### config.mk
export PLATFORM = sky130hd
export DESIGN_NAME = bgra_pixel_format_converter_flat
export DESIGN_NICKNAME = d
export VERILOG_FILES = /design/src/hw/rtl/bpfc_pkg.sv /design/src/hw/rtl/bpfc_stream_if.sv /design/src/hw/rtl/bgra_pixel_format_converter.sv /design/src/flat_wrapper.sv
export VERILOG_INCLUDE_DIRS = /design/src /design/src/hw/rtl
export SDC_FILE = /design/constraint.sdc
export NUM_CORES = 1
export LEC_CHECK = 0
export BUFFER_PORTS_ARGS = -buffer_cell sky130_fd_sc_hd__clkbuf_2
export CAP_MARGIN = 20
export CORE_AREA = 2 2 39 41
export CTS_CLUSTER_SIZE = 28
export DETAILED_ROUTE_END_ITERATION = 6
export DIE_AREA = 0 0 41 43
export HOLD_SLACK_MARGIN = 0.08
export PLACE_DENSITY_LB_ADDON = 0.05
export SLEW_MARGIN = 15
export SYNTH_ARGS = -nofsm -noshare
export SYNTH_HDL_FRONTEND = slang
export SYNTH_SLANG_ARGS = --single-unit
### constraint.sdc
create_clock -name clk_i -period 0.9 [get_ports clk_i]
set_clock_uncertainty 0.05 [all_clocks]
set_input_delay 0.135 -clock clk_i [delete_from_list [all_inputs] [get_ports clk_i]]
set_output_delay 0.135 -clock clk_i [all_outputs]
set_load 0.02 [all_outputs]
### src/hw/rtl/bgra_pixel_format_converter_macros.svh
// Assertion macros for the BGRA pixel format converter.
// Included by RTL files that carry concurrent checks; no other dependencies.
`ifndef BGRA_PIXEL_FORMAT_CONVERTER_MACROS_SVH
`define BGRA_PIXEL_FORMAT_CONVERTER_MACROS_SVH

`ifndef SYNTHESIS

`define BPFC_ASSERT_CLK(lbl, clk, rstn, prop, msg) \
  lbl: assert property (@(posedge clk) disable iff (!(rstn)) (prop)) else $error(msg);

`define BPFC_ASSERT(lbl, prop, msg) \
  `BPFC_ASSERT_CLK(lbl, clk_i, rst_ni, prop, msg)

`else

`define BPFC_ASSERT_CLK(lbl, clk, rstn, prop, msg)

`define BPFC_ASSERT(lbl, prop, msg)

`endif

`endif

### src/hw/rtl/bpfc_pkg.sv
// Package for the BGRA pixel format converter: mode codes, payload types
// and byte count constants. No dependencies.
`default_nettype none

package bpfc_pkg;

  typedef enum logic [3:0] {
    MODE_RGBA8888   = 4'd0,
    MODE_BGRA8888   = 4'd1,
    MODE_ARGB8888   = 4'd2,
    MODE_ABGR8888   = 4'd3,
    MODE_RGB888     = 4'd4,
    MODE_BGR888     = 4'd5,
    MODE_RGB565     = 4'd6,
    MODE_RGB565SWAP = 4'd7,
    MODE_RGB555     = 4'd8,
    MODE_RGB555SWAP = 4'd9,
    MODE_BGR233     = 4'd10
  } pixel_mode_e;

  localparam int unsigned ModeWidth  = 4;
  localparam int unsigned CountWidth = 3;

  localparam logic [CountWidth-1:0] Count1 = 3'd1;
  localparam logic [CountWidth-1:0] Count2 = 3'd2;
  localparam logic [CountWidth-1:0] Count3 = 3'd3;
  localparam logic [CountWidth-1:0] Count4 = 3'd4;

  typedef struct packed {
    logic [7:0] blue_in;
    logic [7:0] green_in;
    logic [7:0] red_in;
    logic [7:0] alpha_in;
  } src_pixel_t;

  typedef struct packed {
    logic [31:0]           pixel_bytes;
    logic [CountWidth-1:0] byte_count;
  } dst_pixel_t;

endpackage

`default_nettype wire

### src/hw/rtl/bpfc_stream_if.sv
// Valid/ready stream interface with a typed payload.
// Used for the pixel input and output channels of the converter.
`default_nettype none

interface bpfc_stream_if #(
  parameter type payload_t = logic
);
  logic     valid;
  logic     ready;
  payload_t data;

  modport source (output valid, output data, input ready);
  modport sink   (input valid, input data, output ready);
endinterface

`default_nettype wire

### src/hw/rtl/bgra_pixel_format_converter.sv
// Each accepted item passes through an input register and then a result register before output valid.
// Throughput: one item per cycle; the only limit is downstream backpressure.
// Reset: asynchronous, active low; clears both stage valids and sets the mode to bgra8888.
// Payload registers are not reset.
// Depends on bpfc_pkg, bpfc_stream_if and the assertion macro header.
`default_nettype none

`include "bgra_pixel_format_converter_macros.svh"

module bgra_pixel_format_converter
  import bpfc_pkg::*;
(
  input  wire logic                 clk_i,
  input  wire logic                 rst_ni,
  input  wire logic                 cfg_we_i,
  input  wire logic [ModeWidth-1:0] cfg_wdata_i,
  bpfc_stream_if.sink               pix_i,
  bpfc_stream_if.source             pix_o
);

  pixel_mode_e mode_q;
  logic        s1_valid_q;
  src_pixel_t  s1_data_q;
  logic        out_valid_q;
  dst_pixel_t  out_data_q;
  dst_pixel_t  out_data_d;
  logic        out_free;
  logic        s1_free;

  // Each stage takes a new item when it is empty or its content moves on.
  assign out_free    = !out_valid_q || pix_o.ready;
  assign s1_free     = !s1_valid_q || out_free;
  assign pix_i.ready = s1_free;
  assign pix_o.valid = out_valid_q;
  assign pix_o.data  = out_data_q;

  always_ff @(posedge clk_i or negedge rst_ni) begin
    if (!rst_ni) begin
      mode_q <= MODE_BGRA8888;
    end else if (cfg_we_i) begin
      mode_q <= pixel_mode_e'(cfg_wdata_i);
    end
  end

  always_ff @(posedge clk_i or negedge rst_ni) begin
    if (!rst_ni) begin
      s1_valid_q  <= 1'b0;
      out_valid_q <= 1'b0;
    end else begin
      if (s1_free) begin
        s1_valid_q <= pix_i.valid;
      end
      if (out_free) begin
        out_valid_q <= s1_valid_q;
      end
    end
  end

  always_ff @(posedge clk_i) begin
    if (s1_free && pix_i.valid) begin
      s1_data_q <= pix_i.data;
    end
    if (out_free && s1_valid_q) begin
      out_data_q <= out_data_d;
    end
  end

  always_comb begin
    logic [7:0] b;
    logic [7:0] g;
    logic [7:0] r;
    logic [7:0] a;
    b = s1_data_q.blue_in;
    g = s1_data_q.green_in;
    r = s1_data_q.red_in;
    a = s1_data_q.alpha_in;
    case (mode_q)
      MODE_RGBA8888: begin
        out_data_d = '{pixel_bytes: {a, b, g, r}, byte_count: Count4};
      end
      MODE_ARGB8888: begin
        out_data_d = '{pixel_bytes: {b, g, r, a}, byte_count: Count4};
      end
      MODE_ABGR8888: begin
        out_data_d = '{pixel_bytes: {r, g, b, a}, byte_count: Count4};
      end
      MODE_RGB888: begin
        out_data_d = '{pixel_bytes: {8'h00, b, g, r}, byte_count: Count3};
      end
      MODE_BGR888: begin
        out_data_d = '{pixel_bytes: {8'h00, r, g, b}, byte_count: Count3};
      end
      MODE_RGB565: begin
        out_data_d = '{pixel_bytes: {16'h0000, r[7:3], g[7:2], b[7:3]},
                       byte_count: Count2};
      end
      // Swapped variants store the same 16-bit word high byte first.
      MODE_RGB565SWAP: begin
        out_data_d = '{pixel_bytes: {16'h0000, g[4:2], b[7:3], r[7:3], g[7:5]},
                       byte_count: Count2};
      end
      MODE_RGB555: begin
        out_data_d = '{pixel_bytes: {17'h00000, r[7:3], g[7:3], b[7:3]},
                       byte_count: Count2};
      end
      MODE_RGB555SWAP: begin
        out_data_d = '{pixel_bytes: {16'h0000, g[5:3], b[7:3], 1'b0, r[7:3], g[7:6]},
                       byte_count: Count2};
      end
      MODE_BGR233: begin
        out_data_d = '{pixel_bytes: {24'h000000, b[7:6], g[7:5], r[7:5]},
                       byte_count: Count1};
      end
      // Bgra8888 and the unassigned codes pass the pixel through.
      default: begin
        out_data_d = '{pixel_bytes: {a, r, g, b}, byte_count: Count4};
      end
    endcase
  end

  `BPFC_ASSERT(a_count_range,
      pix_o.valid |-> (pix_o.data.byte_count == Count1 || pix_o.data.byte_count == Count2 ||
                       pix_o.data.byte_count == Count3 || pix_o.data.byte_count == Count4),
      "byte count out of range")
  `BPFC_ASSERT(a_unused_lanes_zero,
      pix_o.valid |-> ((pix_o.data.byte_count == Count4) ||
                       (pix_o.data.byte_count == Count3 &&
                        pix_o.data.pixel_bytes[31:24] == 8'h00) ||
                       (pix_o.data.byte_count == Count2 &&
                        pix_o.data.pixel_bytes[31:16] == 16'h0000) ||
                       (pix_o.data.byte_count == Count1 &&
                        pix_o.data.pixel_bytes[31:8] == 24'h000000)),
      "unused byte lanes not zero")
  `BPFC_ASSERT(a_stage_moves, (s1_valid_q && out_free) |=> out_valid_q, "item lost between stages")
  `BPFC_ASSERT(a_stage_holds,
      (s1_valid_q && !out_free) |=> (s1_valid_q && $stable(s1_data_q)),
      "stalled item dropped")

endmodule

`default_nettype wire
### src/flat_wrapper.sv
// flat-port wrapper written by rule: the top's interface ports become plain ports
module bgra_pixel_format_converter_flat import bpfc_pkg::*;
  (clk_i, rst_ni, cfg_we_i, cfg_wdata_i, pix_i_valid, pix_i_data, pix_i_ready, pix_o_valid, pix_o_data, pix_o_ready);
  bpfc_stream_if pix_i_i ();
  bpfc_stream_if pix_o_i ();
  input  wire logic clk_i;
  input  wire logic rst_ni;
  input  wire logic cfg_we_i;
  input  wire logic [ModeWidth-1:0] cfg_wdata_i;
  input wire logic [$bits(pix_i_i.valid)-1:0] pix_i_valid;
  input wire logic [$bits(pix_i_i.data)-1:0] pix_i_data;
  output wire logic [$bits(pix_i_i.ready)-1:0] pix_i_ready;
  output wire logic [$bits(pix_o_i.valid)-1:0] pix_o_valid;
  output wire logic [$bits(pix_o_i.data)-1:0] pix_o_data;
  input wire logic [$bits(pix_o_i.ready)-1:0] pix_o_ready;
  assign pix_i_i.valid = pix_i_valid;
  assign pix_i_i.data = pix_i_data;
  assign pix_i_ready = pix_i_i.ready;
  assign pix_o_valid = pix_o_i.valid;
  assign pix_o_data = pix_o_i.data;
  assign pix_o_i.ready = pix_o_ready;
  bgra_pixel_format_converter u_core (.clk_i(clk_i), .rst_ni(rst_ni), .cfg_we_i(cfg_we_i), .cfg_wdata_i(cfg_wdata_i), .pix_i(pix_i_i), .pix_o(pix_o_i));
endmodule
==> results.py, run 1 <==
metrics = {
    "drt": {
        "via_per_inst": 3.98,
        "num_vias": 223,
        "postRouteAntennaNets": 0,
        "drt_first_pass_iters": 4,
        "drtIter0Drc": 3,
        "wl_per_cell_um": 10.5,
        "drc": 0,
        "drt_wl_total_um": 590,
    },
    "global_route": {
        "grt_use_met1": 0.0997,
        "use_met3": 0.0209,
        "grt_pass1_vias": 216,
        "grt.overflow.total": 0,
        "globalRouteMet2Util": 0.116,
        "grt_use_total": 0.0842,
        "grt.busiest_layer": "met2",
        "grt_pass1_wl_um": 931,
        "antenna_found_initial": 0,
        "grt_start_max_net_pins": 7,
    },
    "clocking": {
        "clock_latency_ns": 0.25,
        "clk_path_buf_depth": 2,
        "cts_max_level": 1,
        "cts_tree": "built",
        "cts_buffers": 3,
        "cts-root-buf": "clkbuf_4",
        "clock-sinks": 7,
        "cts.clk_slew.worst_paths_ns": 0.06,
        "cts_hold_buf": 2,
    },
    "power": {
        "vdd_drop_max_uv": 646,
        "clkPwrFrac": 0.358,
        "p_seq_frac": 0.464,
        "switching_share": 0.242,
        "power_switching_uw": 196,
        "p_leak_uw": 0.000222,
        "p_comb_frac": 0.178,
        "internal-power_uw": 614,
        "power_density_mw_per_mm2": 1730,
    },
    "synth": {
        "synth_warnings": 0,
        "synth_top_cell_by_area": "dfrtp_1",
        "synth_fp_nets": 30,
        "synthTopCellsByCount": "dfrtp_1, mux2_1, nand2b_1",
        "synth_top_area_share": 0.439,
        "synth_ff_type": "dfrtp_1",
        "ys_seq_area_frac": 0.636,
        "syn_avg_cell_area_um2": 14.3,
        "ys_top_cells_by_area": "dfrtp_1, mux2_1, edfxtp_1",
        "ys_ff_latch": 7,
        "syn_inst": 20,
        "synth.distinct_cells": 11,
        "syn_area_um2": 285,
        "synthArstFlopShare": 0.857,
        "synth_most_common_cell": "dfrtp_1",
        "synth_edf_count": 1,
    },
    "sta": {
        "setup_slack_ns": -0.237,
        "relSlewSlack": 0.891,
        "fmax_mhz": 879,
        "fin_crit_ns": 1.14,
        "fin_setup_tns_ns": -0.907,
        "hold_viol": 0,
        "slew_viol_final": 0,
        "setup_viol": 6,
        "fin_hold_ws_ns": 0.0493,
        "tightest_slew_ns": 0.164,
        "rsz0062_at_grt": "yes",
        "finalCritPeriodShare": 1.26,
    },
    "floorplan": {
        "die_y_um": 43,
        "coreArea_mm2": 0.00138,
        "die_area_mm2": 0.00176,
        "ioPinCount": 13,
        "die_w_um": 41,
        "num_rows": 14,
        "start_util": 0.206,
    },
    "setup_path": {
        "crit_fanout": 2,
        "crit_type": "reg2out",
        "cpMaxStageDelayCell": "dfrtp_2",
        "cp-end-kind": "output pin",
        "crit_chain": "nor2b_4, nand2_2, buf_8",
        "path_delay_family": "flip-flops",
        "required_ns": 0.71,
        "critical-path-max-stage-delay_ns": 0.40,
        "cp_num_buf_inv": 1,
        "critPathLaunchType": "flop",
        "critPathArrivalTime_ns": 0.95,
    },
    "status": {
        "outcome": "complete, but fails checks",
        "violations": "negative setup slack",
    },
    "cells_and_area": {
        "diodes": 0,
        "final_nets": 51,
        "area_growth_pct": 64.5,
        "drive_above_1_share": 0.575,
    },
    "hold_path": {
        "hold_class": "in2reg",
    },
    "placement": {
        "pre_cts_ws_ns": -0.0847,
        "portBuffers": 11,
        "globalplace.congestion": 0.579,
    },
    "job": {
        "cap_viol_max_count": 0,
    },
}
-- worst register-to-register path, stage by stage, from the launching register on --
cell	delay (ns)
dfrtp_2	0.40
buf_4	0.15
nand2b_4	0.06
and2_4	0.13
-- flip-flops by register name (all words and copies together) (netlist names) --
register and cells:
u_core.s1_valid_q 1, u_core.pix_o.data 1, u_core.pix_o.valid 1, u_core.mode_q 4
-- routing by layer --
layer,share of wire,vias up
met2,0.44,14
met5,0,-
met4,0.010,0
met1,0.44,99
li1,-,108
met3,0.11,2
-- repair_timing --
item	in CTS	in global routing
buffers inserted	2	1
gates cloned	0	0
setup endpoints to repair	5	6
pin swaps	1	0
endpoints found under the hold margin	11	4
gates resized for setup	6	2
-- worst paths after layout --
check | start | to | slack (ns) | depth (start not counted)
setup / recovery | u_core.pix_o.valid$_DFFE_PN0P_ | pix_i_ready | -0.24 | 3
hold / removal | cfg_wdata_i[1] | u_core.mode_q[1]$_DFFE_PN0P_ | 0.05 | 2
setup reg to reg | u_core.pix_o.valid$_DFFE_PN0P_ | u_core.pix_o.data$_DFFE_PP_ | -0.16 | 3
hold reg to reg | u_core.mode_q[2]$_DFFE_PN0P_ | u_core.mode_q[2]$_DFFE_PN0P_ | 0.46 | 1
max in group asynchronous | rst_ni | u_core.mode_q[0]$_DFFE_PN1P_ | 0.37 | 2
min in group asynchronous | rst_ni | u_core.mode_q[3]$_DFFE_PN0P_ | 0.20 | 2
-- power groups by stage --
stage	Sequential [uW]	Clock, uW	Combinational [uW]
floorplan	387	0	45.6
global placement	380	0	94.2
detailed placement	382	0	96.9
CTS	376	296	138
global route	380	324	157
finish	376	290	144
-- cell families after synthesis --
family           after synthesis  synth area share
multiplexers                   4             0.158
AND/OR/NAND/NOR                7             0.162
AO/OA/AOI/OAI                  2            0.0439
flip-flops                     7             0.636
-- cell type report --
type                    count  area, um^2
fillers                   142         915
clock buffers               4        26.3
flip-flops and latches      7         183
well taps                  16        20.0
repair buffers             16         116
multi-input cells          13         124
-- cells in the final DEF, fill, tap and decap left out, drive strengths merged --
master | Yosys | final
a21o | 1 | 1
dlygate4sd3 | 0 | 2
dfrtp | 5 | 5
mux2 | 4 | 4
edfxtp | 1 | 1
clkbuf | 0 | 13
buf | 0 | 5
nor2b | 1 | 1
nand4bb | 1 | 1
nand2 | 1 | 1
dfstp | 1 | 1
nand2b | 3 | 3
o21ai | 1 | 1
and2 | 1 | 1
-- per-stage QoR --
step           total power [uW]   util  area [um^2]  cells
5_1_grt                     861  0.339          469     56
3_5_place_dp                479  0.265          367     47
6_report                    810  0.339          469     56
3_3_place_gp                474  0.265          367     47
4_1_cts                     811  0.333          460     55
2_1_floorplan               432      -          292     20
(Power assumes the default switching activity.)
==> run 2: changes to the inputs <==
--- a/config.mk
+++ b/config.mk
@@ -14,6 +14,7 @@
 export DIE_AREA = 0 0 41 43
 export HOLD_SLACK_MARGIN = 0.08
 export PLACE_DENSITY_LB_ADDON = 0.05
+export SETUP_SLACK_MARGIN = 0.05
 export SLEW_MARGIN = 15
 export SYNTH_ARGS = -nofsm -noshare
 export SYNTH_HDL_FRONTEND = slang
==> run 2 against run 1 <==
  * The flow still finishes with violations (negative setup slack)
  * Total power up 3.0%
  * Utilization up 1.4 points
  * Sequential share of layout area down 1.5 points
  * Highest routed layer unchanged
  * Critical path type unchanged
  * Die area unchanged
  * Fmax about the same
  * Sequential cell count unchanged
  * Worst hold slack better by 0.014 ns
  * Clock-buffer cell count unchanged
  * First-iteration DRC count up 100%
  * Routed wire length up 9.8%
==> results.py, run 2 (synthesis results as in run 1) <==
metrics = {
    "power": {
        "power_density_mw_per_mm2": 1710,
        "p_leak_uw": 0.000240,
        "vdd_drop_max_uv": 638,
    },
    "sta": {
        "fin_hold_ws_ns": 0.0637,
        "setup_viol": 6,
        "hold_viol": 0,
        "finalCritPeriodShare": 1.26,
        "slew_viol_final": 0,
        "relSlewSlack": 0.891,
        "rsz0062_at_grt": "yes",
        "tightest_slew_ns": 0.164,
        "fmax_mhz": 879,
        "setup_slack_ns": -0.237,
        "fin_crit_ns": 1.14,
    },
    "drt": {
        "num_vias": 225,
        "drc": 0,
        "wl_per_cell_um": 11.4,
        "via_per_inst": 3.95,
        "drtIter0Drc": 6,
        "drt_wl_total_um": 648,
        "drt_first_pass_iters": 4,
        "postRouteAntennaNets": 0,
    },
    "setup_path": {
        "crit_type": "reg2out",
        "required_ns": 0.71,
        "critPathLaunchType": "flop",
        "crit_fanout": 2,
        "critPathArrivalTime_ns": 0.95,
        "cpMaxStageDelayCell": "dfrtp_2",
        "crit_chain": "nor2b_4, nand2_2, buf_8",
        "cp-end-kind": "output pin",
        "critical-path-max-stage-delay_ns": 0.40,
    },
    "cells_and_area": {
        "fin_util": 0.353,
        "largest_reg_flops": 4,
        "diodes": 0,
        "register_area_um2": 183,
        "final_nets": 52,
        "final_cell_mix": "clkbuf_2, buf_4, dfrtp_1",
        "top_register": "u_core.mode_q",
        "multi_input_area_um2": 135,
        "drive_above_1_share": 0.659,
        "fillerInstances": 150,
        "fin_cells": 57,
        "layout_commonest_cell": "clkbuf_2",
        "area_growth_pct": 71.1,
    },
    "global_route": {
        "grt_use_total": 0.0842,
        "antenna_found_initial": 0,
        "grt.overflow.total": 0,
        "grt_pass1_vias": 216,
        "grt_pass1_wl_um": 931,
        "grt_start_max_net_pins": 7,
    },
    "floorplan": {
        "start_util": 0.206,
        "num_rows": 14,
        "die_area_mm2": 0.00176,
        "die_y_um": 43,
        "die_w_um": 41,
        "ioPinCount": 13,
        "coreArea_mm2": 0.00138,
    },
    "hold_path": {
        "hold_class": "in2reg",
    },
    "status": {
        "violations": "negative setup slack",
        "outcome": "complete, but fails checks",
    },
    "clocking": {
        "clock-sinks": 7,
        "cts.clk_slew.worst_paths_ns": 0.06,
        "clk_path_buf_depth": 2,
        "cts_hold_buf": 2,
        "cts_max_level": 1,
        "clock_latency_ns": 0.25,
        "cts-root-buf": "clkbuf_4",
        "cts_tree": "built",
        "cts_buffers": 3,
    },
    "placement": {
        "dp_cells": 47,
        "portBuffers": 11,
        "globalplace.congestion": 0.579,
    },
    "job": {
        "cap_viol_max_count": 0,
    },
}
==> run 2: cell type report <==
class	count	area share
clock buffer	4	0.0538
multi-input combinational	13	0.277
sequential	7	0.374
tap	16	0.0410
timing repair buffer	17	0.254
==> run 2: worst paths after layout <==
check | start | end | slack [ns] | cells past startpoint
max in group asynchronous | rst_ni | u_core.mode_q[0]$_DFFE_PN1P_ | 0.37 | 2
worst max register to register | u_core.pix_o.valid$_DFFE_PN0P_ | u_core.s1_valid_q$_DFFE_PN0P_ | -0.16 | 4
worst max-delay path | u_core.pix_o.valid$_DFFE_PN0P_ | pix_i_ready | -0.24 | 3
min in group asynchronous | rst_ni | u_core.mode_q[2]$_DFFE_PN0P_ | 0.20 | 2
worst min-delay path | cfg_wdata_i[2] | u_core.mode_q[2]$_DFFE_PN0P_ | 0.06 | 2
worst min register to register | u_core.mode_q[2]$_DFFE_PN0P_ | u_core.mode_q[2]$_DFFE_PN0P_ | 0.48 | 1
==> run 2: metrics by stage <==
step / instance area [um^2] / TNS [ns] / setup WS, ns / total power (uW)
after floorplan: 292 / -0.175 / -0.0839 / 432
after global placement: 367 / -0.162 / -0.0796 / 474
after detailed placement: 367 / -0.185 / -0.0847 / 479
after CTS: 460 / -0.830 / -0.257 / 811
after global routing: 488 / -1.12 / -0.274 / 883
final: 488 / -0.913 / -0.237 / 835
==> run 2: metal layers <==
metal | global-route usage | share of wire | vias to the layer above
met3 | 0.0209 | 0.091 | 2
met2 | 0.116 | 0.45 | 10
met4 | 0.0800 | 0.0093 | 0
met5 | 0 | 0 | -
li1 | - | - | 110
met1 | 0.0997 | 0.45 | 103
==> run 2: worst max-delay path: cells and delay by family (launching register included) <==
kind | cells | cell delay [ns]
DFF | 1 | 0.40
buffers and inverters | 1 | 0.11
and+or+nand+nor | 2 | 0.20
==> run 2: repair_timing <==
| action | 4_1_cts | 5_1_grt |
|---|---|---|
| gates resized for setup | 6 | 5 |
| hold endpoints to repair | 11 | 4 |
| buffers inserted | 2 | 2 |
| setup endpoints to repair | 6 | 9 |
| pin swaps | 1 | 0 |
| cloned | 0 | 0 |
==> run 2: report_power, final <==
group          switching, uW  leakage (uW)  internal (uW)
clock network            123     0.0000150            170
registers               20.2     0.0000762            357
logic                   60.1      0.000149            105
